[src/rtl/srq_pkg.sv]
// ----------------------------------------------------------------------------
// srq_pkg
// Shared types and codes for the shifting record queue: operation and
// status codes, the record payload and the control word sent to every cell.
// ----------------------------------------------------------------------------
package srq_pkg;

  // Operation codes carried on the input transfer
  typedef enum logic [1:0] {
    OP_ENQUEUE = 2'd0,
    OP_DEQUEUE = 2'd1,
    OP_DELETE  = 2'd2,
    OP_MEMBER  = 2'd3
  } srq_op_t;

  // Status codes carried on the result transfer
  typedef enum logic [1:0] {
    ST_OK    = 2'd0,
    ST_FULL  = 2'd1,
    ST_EMPTY = 2'd2,
    ST_RANGE = 2'd3
  } srq_status_t;

  localparam int unsigned FIELD_W = 16;

  // Non-key part of a record
  typedef struct packed {
    logic [FIELD_W-1:0] duration;
    logic [FIELD_W-1:0] price;
    logic [FIELD_W-1:0] hold_time;
  } srq_fields_t;

  // Broadcast control for one cycle of the cell row
  typedef struct packed {
    logic load;   // enqueue goes ahead this cycle
    logic shift;  // a removal goes ahead this cycle
  } srq_ctrl_t;

endpackage

[src/rtl/srq_cell.sv]
// ----------------------------------------------------------------------------
// srq_cell
// One slot of the queue. Holds a record, loads a new one when it is the
// tail slot of an enqueue, takes its upper neighbour's record when a
// removal closes the gap over it, and compares its key for a search.
// ----------------------------------------------------------------------------
module srq_cell
  import srq_pkg::*;
#(
  parameter int unsigned IDX       = 0,
  parameter int unsigned KEY_WIDTH = 32,
  parameter int unsigned CMP_W     = 5
) (
  input  logic                 clk,
  input  srq_ctrl_t            ctrl,
  input  logic [CMP_W-1:0]     count,
  input  logic [CMP_W-1:0]     rm_idx,
  input  logic [KEY_WIDTH-1:0] in_key,
  input  srq_fields_t          in_fields,
  input  logic [KEY_WIDTH-1:0] nbr_key,
  input  srq_fields_t          nbr_fields,
  output logic [KEY_WIDTH-1:0] key,
  output srq_fields_t          fields,
  output logic                 match,
  output logic                 hit
);

  localparam logic [CMP_W-1:0] MY_IDX   = CMP_W'(IDX);
  localparam logic [CMP_W-1:0] NEXT_IDX = CMP_W'(IDX + 1);

  logic occupied;
  logic is_tail;
  logic take_nbr;

  // Decide this slot's role from its place against count and removal point
  assign occupied = (MY_IDX < count);
  assign is_tail  = (MY_IDX == count);
  assign take_nbr = (MY_IDX >= rm_idx) && (NEXT_IDX < count);
  assign hit      = (MY_IDX == rm_idx);
  assign match    = occupied && (key == in_key);

  // Load at the tail, advance from the neighbour on removal, else hold
  always_ff @(posedge clk) begin
    if (ctrl.load && is_tail) begin
      key    <= in_key;
      fields <= in_fields;
    end else if (ctrl.shift && take_nbr) begin
      key    <= nbr_key;
      fields <= nbr_fields;
    end
  end

endmodule

[src/rtl/shifting_record_queue_top.sv]
// ----------------------------------------------------------------------------
// shifting_record_queue_top
// Bounded record queue built as a row of shifting cells, with enqueue,
// dequeue, delete-at-position and key search.
// ----------------------------------------------------------------------------
// One operation is taken per clock cycle and its result appears in the
// output register on the following cycle. Every cell updates and compares
// in the same cycle, so the rate is set by the cell update and
// by the output register: a new item is accepted whenever the output
// register is empty or its result is being taken in that cycle. Entries are
// kept packed from slot 0; removals shift all later slots forward at once.
module shifting_record_queue_top
  import srq_pkg::*;
#(
  parameter int unsigned DEPTH     = 16,
  parameter int unsigned KEY_WIDTH = 32
) (
  input  logic        clk,
  input  logic        rst,
  input  logic        in_valid,
  output logic        in_stall,
  input  logic [1:0]  operation,
  input  logic [31:0] key,
  input  logic [15:0] duration,
  input  logic [15:0] price,
  input  logic [15:0] hold_time,
  input  logic [3:0]  position,
  output logic        out_valid,
  input  logic        out_stall,
  output logic [31:0] out_key,
  output logic [15:0] out_duration,
  output logic [15:0] out_price,
  output logic [15:0] out_hold_time,
  output logic        found,
  output logic [1:0]  status,
  output logic [4:0]  occupancy
);

  localparam int unsigned CW    = $clog2(DEPTH + 1);
  localparam int unsigned CMP_W = (CW > 4) ? CW : 4;

  logic [CW-1:0]        count;
  logic [CW-1:0]        count_next;
  logic [CMP_W-1:0]     count_ext;
  logic [CMP_W-1:0]     pos_ext;
  logic [CMP_W-1:0]     rm_idx;
  logic                 accept;
  srq_op_t              op;
  srq_status_t          st;
  srq_ctrl_t            ctrl;
  logic [63:0]          key_wide;
  logic [KEY_WIDTH-1:0] in_key;
  srq_fields_t          in_fields;

  logic [KEY_WIDTH-1:0] cell_key    [DEPTH];
  srq_fields_t          cell_fields [DEPTH];
  logic [KEY_WIDTH-1:0] nbr_key     [DEPTH];
  srq_fields_t          nbr_fields  [DEPTH];
  logic [DEPTH-1:0]     cell_match;
  logic [DEPTH-1:0]     cell_hit;

  logic [KEY_WIDTH-1:0] rm_key;
  srq_fields_t          rm_fields;
  logic [63:0]          rm_key_wide;
  logic [15:0]          occ_wide;
  logic                 removing;

  // Accept while the output register is free or being drained
  assign in_stall = out_valid && out_stall;
  assign accept   = in_valid && !in_stall;

  assign op        = srq_op_t'(operation);
  assign key_wide  = {32'd0, key};
  assign in_key    = key_wide[KEY_WIDTH-1:0];
  assign in_fields = '{duration: duration, price: price, hold_time: hold_time};

  assign count_ext = CMP_W'(count);
  assign pos_ext   = CMP_W'(position);
  assign rm_idx    = (op == OP_DEQUEUE) ? '0 : pos_ext;

  // Decode the operation into status, cell control and the next count
  always_comb begin
    st         = ST_OK;
    ctrl       = '0;
    count_next = count;
    unique case (op)
      OP_ENQUEUE: begin
        if (count_ext == CMP_W'(DEPTH)) begin
          st = ST_FULL;
        end else begin
          ctrl.load  = accept;
          count_next = count + CW'(1);
        end
      end
      OP_DEQUEUE: begin
        if (count == '0) begin
          st = ST_EMPTY;
        end else begin
          ctrl.shift = accept;
          count_next = count - CW'(1);
        end
      end
      OP_DELETE: begin
        if (count == '0) begin
          st = ST_EMPTY;
        end else if (pos_ext >= count_ext) begin
          st = ST_RANGE;
        end else begin
          ctrl.shift = accept;
          count_next = count - CW'(1);
        end
      end
      OP_MEMBER: begin
        st = ST_OK;
      end
      default: begin
        st = ST_OK;
      end
    endcase
  end

  assign removing = (op == OP_DEQUEUE || op == OP_DELETE) && (st == ST_OK);

  // Build the cell row, each slot but the last fed by its upper neighbour
  for (genvar i = 0; i < DEPTH; i++) begin : g_cell
    if (i == DEPTH - 1) begin : g_last
      assign nbr_key[i]    = cell_key[i];
      assign nbr_fields[i] = cell_fields[i];
    end else begin : g_inner
      assign nbr_key[i]    = cell_key[i+1];
      assign nbr_fields[i] = cell_fields[i+1];
    end

    srq_cell #(
      .IDX       (i),
      .KEY_WIDTH (KEY_WIDTH),
      .CMP_W     (CMP_W)
    ) u_cell (
      .clk        (clk),
      .ctrl       (ctrl),
      .count      (count_ext),
      .rm_idx     (rm_idx),
      .in_key     (in_key),
      .in_fields  (in_fields),
      .nbr_key    (nbr_key[i]),
      .nbr_fields (nbr_fields[i]),
      .key        (cell_key[i]),
      .fields     (cell_fields[i]),
      .match      (cell_match[i]),
      .hit        (cell_hit[i])
    );
  end

  // Pick out the removed record from the one slot that is hit
  always_comb begin
    rm_key    = '0;
    rm_fields = '0;
    for (int i = 0; i < DEPTH; i++) begin
      if (cell_hit[i]) begin
        rm_key    = rm_key | cell_key[i];
        rm_fields = rm_fields | cell_fields[i];
      end
    end
  end

  assign rm_key_wide = 64'(rm_key);
  assign occ_wide    = 16'(count_next);

  // Hold the count; it moves only on an accepted transfer
  always_ff @(posedge clk) begin
    if (rst) begin
      count <= '0;
    end else if (accept) begin
      count <= count_next;
    end
  end

  // Result register: fill on accept, drop once the result is taken
  always_ff @(posedge clk) begin
    if (rst) begin
      out_valid <= 1'b0;
    end else if (accept) begin
      out_valid <= 1'b1;
    end else if (!out_stall) begin
      out_valid <= 1'b0;
    end
  end

  always_ff @(posedge clk) begin
    if (accept) begin
      out_key       <= removing ? rm_key_wide[31:0] : 32'd0;
      out_duration  <= removing ? rm_fields.duration : 16'd0;
      out_price     <= removing ? rm_fields.price : 16'd0;
      out_hold_time <= removing ? rm_fields.hold_time : 16'd0;
      found         <= (op == OP_MEMBER) && (|cell_match);
      status        <= st;
      occupancy     <= occ_wide[4:0];
    end
  end

endmodule

[config.mk]
export PLATFORM = sky130hd
export DESIGN_NAME = shifting_record_queue_top
export DESIGN_NICKNAME = d
export VERILOG_FILES = /design/src/rtl/srq_pkg.sv /design/src/rtl/srq_cell.sv /design/src/rtl/shifting_record_queue_top.sv
export SDC_FILE = /design/constraint.sdc
export NUM_CORES = 2
export LEC_CHECK = 0
export BUFFER_PORTS_ARGS = -buffer_cell sky130_fd_sc_hd__buf_2
export CAP_MARGIN = 10
export CORE_MARGIN = 2
export CORE_UTILIZATION = 25
export DETAILED_ROUTE_END_ITERATION = 8
export GPL_TIMING_DRIVEN = 0
export PLACE_DENSITY = 0.45
export SLEW_MARGIN = 20
export SYNTH_ARGS = -nofsm -noshare
export SYNTH_HDL_FRONTEND = slang
export SYNTH_HIERARCHICAL = 1
export SYNTH_SLANG_ARGS = --single-unit
[constraint.sdc]
create_clock -name clk -period 14.35 [get_ports clk]
set_clock_uncertainty 0.05 [all_clocks]
set_input_delay 0.7175 -clock clk [delete_from_list [all_inputs] [get_ports clk]]
set_output_delay 0.7175 -clock clk [all_outputs]
set_load 0.05 [all_outputs]
==> run_results.csv <==
group,metric,value,unit
final_layout,multi_input_area,31700,um2
yosys,synth_edf_count,1368,
hold_path,hp-start,"out_stall",
yosys,ys_seq_area_share,54.8,%
timing,whs,0.110,ns
global_route,grt_usage,25.8,%
yosys,synth_common_cells,"edfxtp_1, mux2_4, a22oi_1",
timing,slew_viol_final,0,
yosys,ys_ff_latch,1374,
clock_network,cts_sinks,1374,
critical_path,cp_common_cell,"buf_4",
timing,finalSetupTns,0,ns
detailed_routing,vias,54400,
clock_network,clock-root-buffer,"clkbuf_16",
yosys,yosys.area.top_type,"edfxtp_1",
detailed_routing,dr.pass1.iters,6,
critical_path,regToRegEndpoint,"g_cell[10].u_cell/fields[42]$_DFFE_PP_",
global_route,grt_use_met3,6.72,%
clock_network,clk_path_buf_depth,4,
critical_path,worst-endpoint-arrival,6.52,ns
critical_path,crit_type,"reg2reg",
yosys,synth_top_cell_area_share,54.6,%
global_route,use_met2,37.8,%
floorplanning,rows,201,
clock_network,cts.clk_slew.worst_paths,0.06,ns
power_and_ir_drop,leakagePower,29.7,nW
yosys,ys.flop_type,"edfxtp_1",
critical_path,r2r.worst_path.cells,18,
critical_path,slowest_delay,0.80,ns
detailed_routing,viasPerCell,5.70,
floorplanning,die-area,305000,um2
yosys,yosysWarningCount,6,
critical_path,crit_required,14.86,ns
critical_path,worstPathCellList,"buf_4 > inv_1 > ha_1 > o21a_1 > nor2_1 > or3_1 > a21oi_1 > nor2_2 > inv_1 > o41ai_2 > buf_2 > buf_4 > buf_2 > buf_4 > buf_4 > buf_2 > buf_4 > buf_2",
hold_path,min_to,"out_valid$_SDFFE_PP0P_",
critical_path,startpoint,"count[2]$_SDFFE_PP0P_",
floorplanning,initial_core_util,25.1,%
final_layout,nFillCells,29800,
global_route,grt_pass1_vias,50200,
status,status,"finished clean",
yosys,syn_area,75200,um2
critical_path,critPathMaxFanout,39,
global_route,grt_first_pass_wirelength,524,mm
clock_network,cts.repair.resized,0,
timing,worstMarginPinSlew,1.34,ns
critical_path,crit_family,"buffers and inverters",
timing,final-hold-violation-count,0,
critical_path,cpMaxStageDelayCell,"dfxtp_4",
yosys,synth_cell_types,97,
floorplanning,die_h,552,um
critical_path,path_buf_inv,11,
critical_path,cp_num_cells,18,
final_layout,nets,5537,
yosys,syn_inst,4868,
clock_network,cts_buffers,177,
hold_path,holdPathStages,5,
yosys,synth_area_leaders,"edfxtp_1, mux2_4, xor2_1",
timing,fin_crit,6.01,ns
clock_network,cts_tree,"yes",
global_route,top_usage_layer,"met2",
place,placed_area,85400,um2
critical_path,rr_startpoint,"count[2]$_SDFFE_PP0P_",
global_route,overflow,0,
floorplanning,core-area,300000,um2
detailed_routing,wl_per_cell,42.9,um
place,globalplace.congestion,1.07,
detailed_routing,drcViolationCount,0,
global_route,antenna_found_initial,95,
power_and_ir_drop,ir_drop,0.0000899,V
critical_path,r2r_slack,8.34,ns
final_layout,areaGrowthSynthToFinish,20.9,%
floorplanning,ioPinCount,180,
yosys,async_flop_share,0,%
final_layout,design_area,90900,um2
clock_network,clkLatencyLatePin,0.92,ns
yosys,synth_most_common_cell,"edfxtp_1",
detailed_routing,ant_nets,0,
critical_path,worst_setup_path_start_kind,"register",
power_and_ir_drop,powerDensity,107,nW/um2
place,post-dp-hpwl,298,mm
job,maxCapViolations,0,
global_route,met1_usage,34.9,%
final_layout,fin_cells,9554,
global_route,grt_max_degree,50,
place,placed_cells,9214,
detailed_routing,drt_iter0_markers,8974,
timing,period_share,41.9,%
timing,max_freq,166,MHz
timing,slew_headroom,10.1,%
clock_network,htree_levels,4,
timing,rsz0062_at_grt,"false",
timing,finalSetupViolations,0,
hold_path,hp-class,"in2reg",
yosys,syn_avg_cell_area,15.4,um2
floorplanning,die_w,552,um
final_layout,drive_gt1_share,36.9,%
detailed_routing,drt_wl_total,410,mm
critical_path,endpoint_kind,"register",
place,io_buffers,179,
final_layout,seqCellArea,41200,um2
[report_power, final]
group	internal (mW)	switching, mW	total, mW
clock network	2.49	1.90	4.39
registers	4.41	0.0318	4.44
logic	0.228	0.649	0.876
[worst max-delay path by stage]
stage                                                   endpoint  slack (ns)
after floorplan            g_cell[10].u_cell/fields[0]$_DFFE_PP_        1.83
after global placement    g_cell[10].u_cell/fields[42]$_DFFE_PP_      -16.31
after detailed placement          out_hold_time[2]$_SDFFCE_PN0P_        8.28
after CTS                 g_cell[10].u_cell/fields[42]$_DFFE_PP_        8.48
after global routing      g_cell[10].u_cell/fields[42]$_DFFE_PP_        8.22
final                     g_cell[10].u_cell/fields[42]$_DFFE_PP_        8.34
[per-stage QoR]
step	util [%]	total power [mW]	setup WS [ns]
final	30.4	9.71	8.34
after global routing	30.3	9.90	8.22
after CTS	30.3	9.74	8.48
after detailed placement	28.5	5.37	8.28
after global placement	27.1	5.35	-16.31
after floorplan	-	4.89	1.83
[area by class of cell]
cell class / instances / share of cell area (%)
Sequential cell: 1374 / 45.3
Multi-Input combinational cell: 3211 / 34.9
Tap cell: 3958 / 5.45
Timing Repair Buffer: 367 / 5.37
Clock buffer: 214 / 5.07
Buffer: 293 / 2.90
Clock inverter: 90 / 0.837
Antenna cell: 34 / 0.0936
Inverter: 13 / 0.0619
[cell families after synthesis]
logic type,share of synthesized area (%)
flip-flops,54.8
multiplexers,23.2
AO/OA/AOI/OAI,7.50
AND/OR/NAND/NOR,4.98
XOR/XNOR,5.99
buffers and inverters,3.39
adder cells (fa/ha/maj),0.166
other,0.00499
[metal layers]
layer / wire, um / vias to the layer above
met3: 43600 / 941
li1: - / 20600
met1: 169000 / 28800
met2: 173000 / 4010
met4: 24700 / 66
met5: 418 / -
[worst min-delay path, cell delays in order]
cell and delay, ns:
buf_2 0.08, nand2_1 0.06, inv_1 0.07, nor2_1 0.04, nor2_1 0.08
[registers in the layout, summed over array words and instances, names as in the netlist]
| signal | flops |
|---|---|
| found | 1 |
| out_hold_time | 16 |
| out_duration | 16 |
| status | 2 |
| g_cell.u_cell/fields | 768 |
| out_valid | 1 |
| count | 5 |
| out_price | 16 |
| occupancy | 5 |
| g_cell.u_cell/key | 512 |
| out_key | 32 |
[repair_timing]
item,4_1_cts,5_1_grt
endpoints found under the hold margin,2,0
setup buffers,0,0
hold buffers,2,0
[placed cells by master, fill, tap and decap left out, drive strengths merged, types with 12 or more instances in the layout]
cell / count
nor3: 20
mux2: 1281
a22o: 84
bufinv: 12
diode: 34
clkinv: 67
clkbuf: 327
nand3: 111
xor2: 427
nand4: 121
a22oi: 475
buf: 545
edfxtp: 1368
o21ai: 18
xnor2: 87
nor2: 197
a221oi: 84
conb: 24
nor4: 128
inv: 19
nand2: 30
Note: power is estimated with default switching activity, not from simulation.
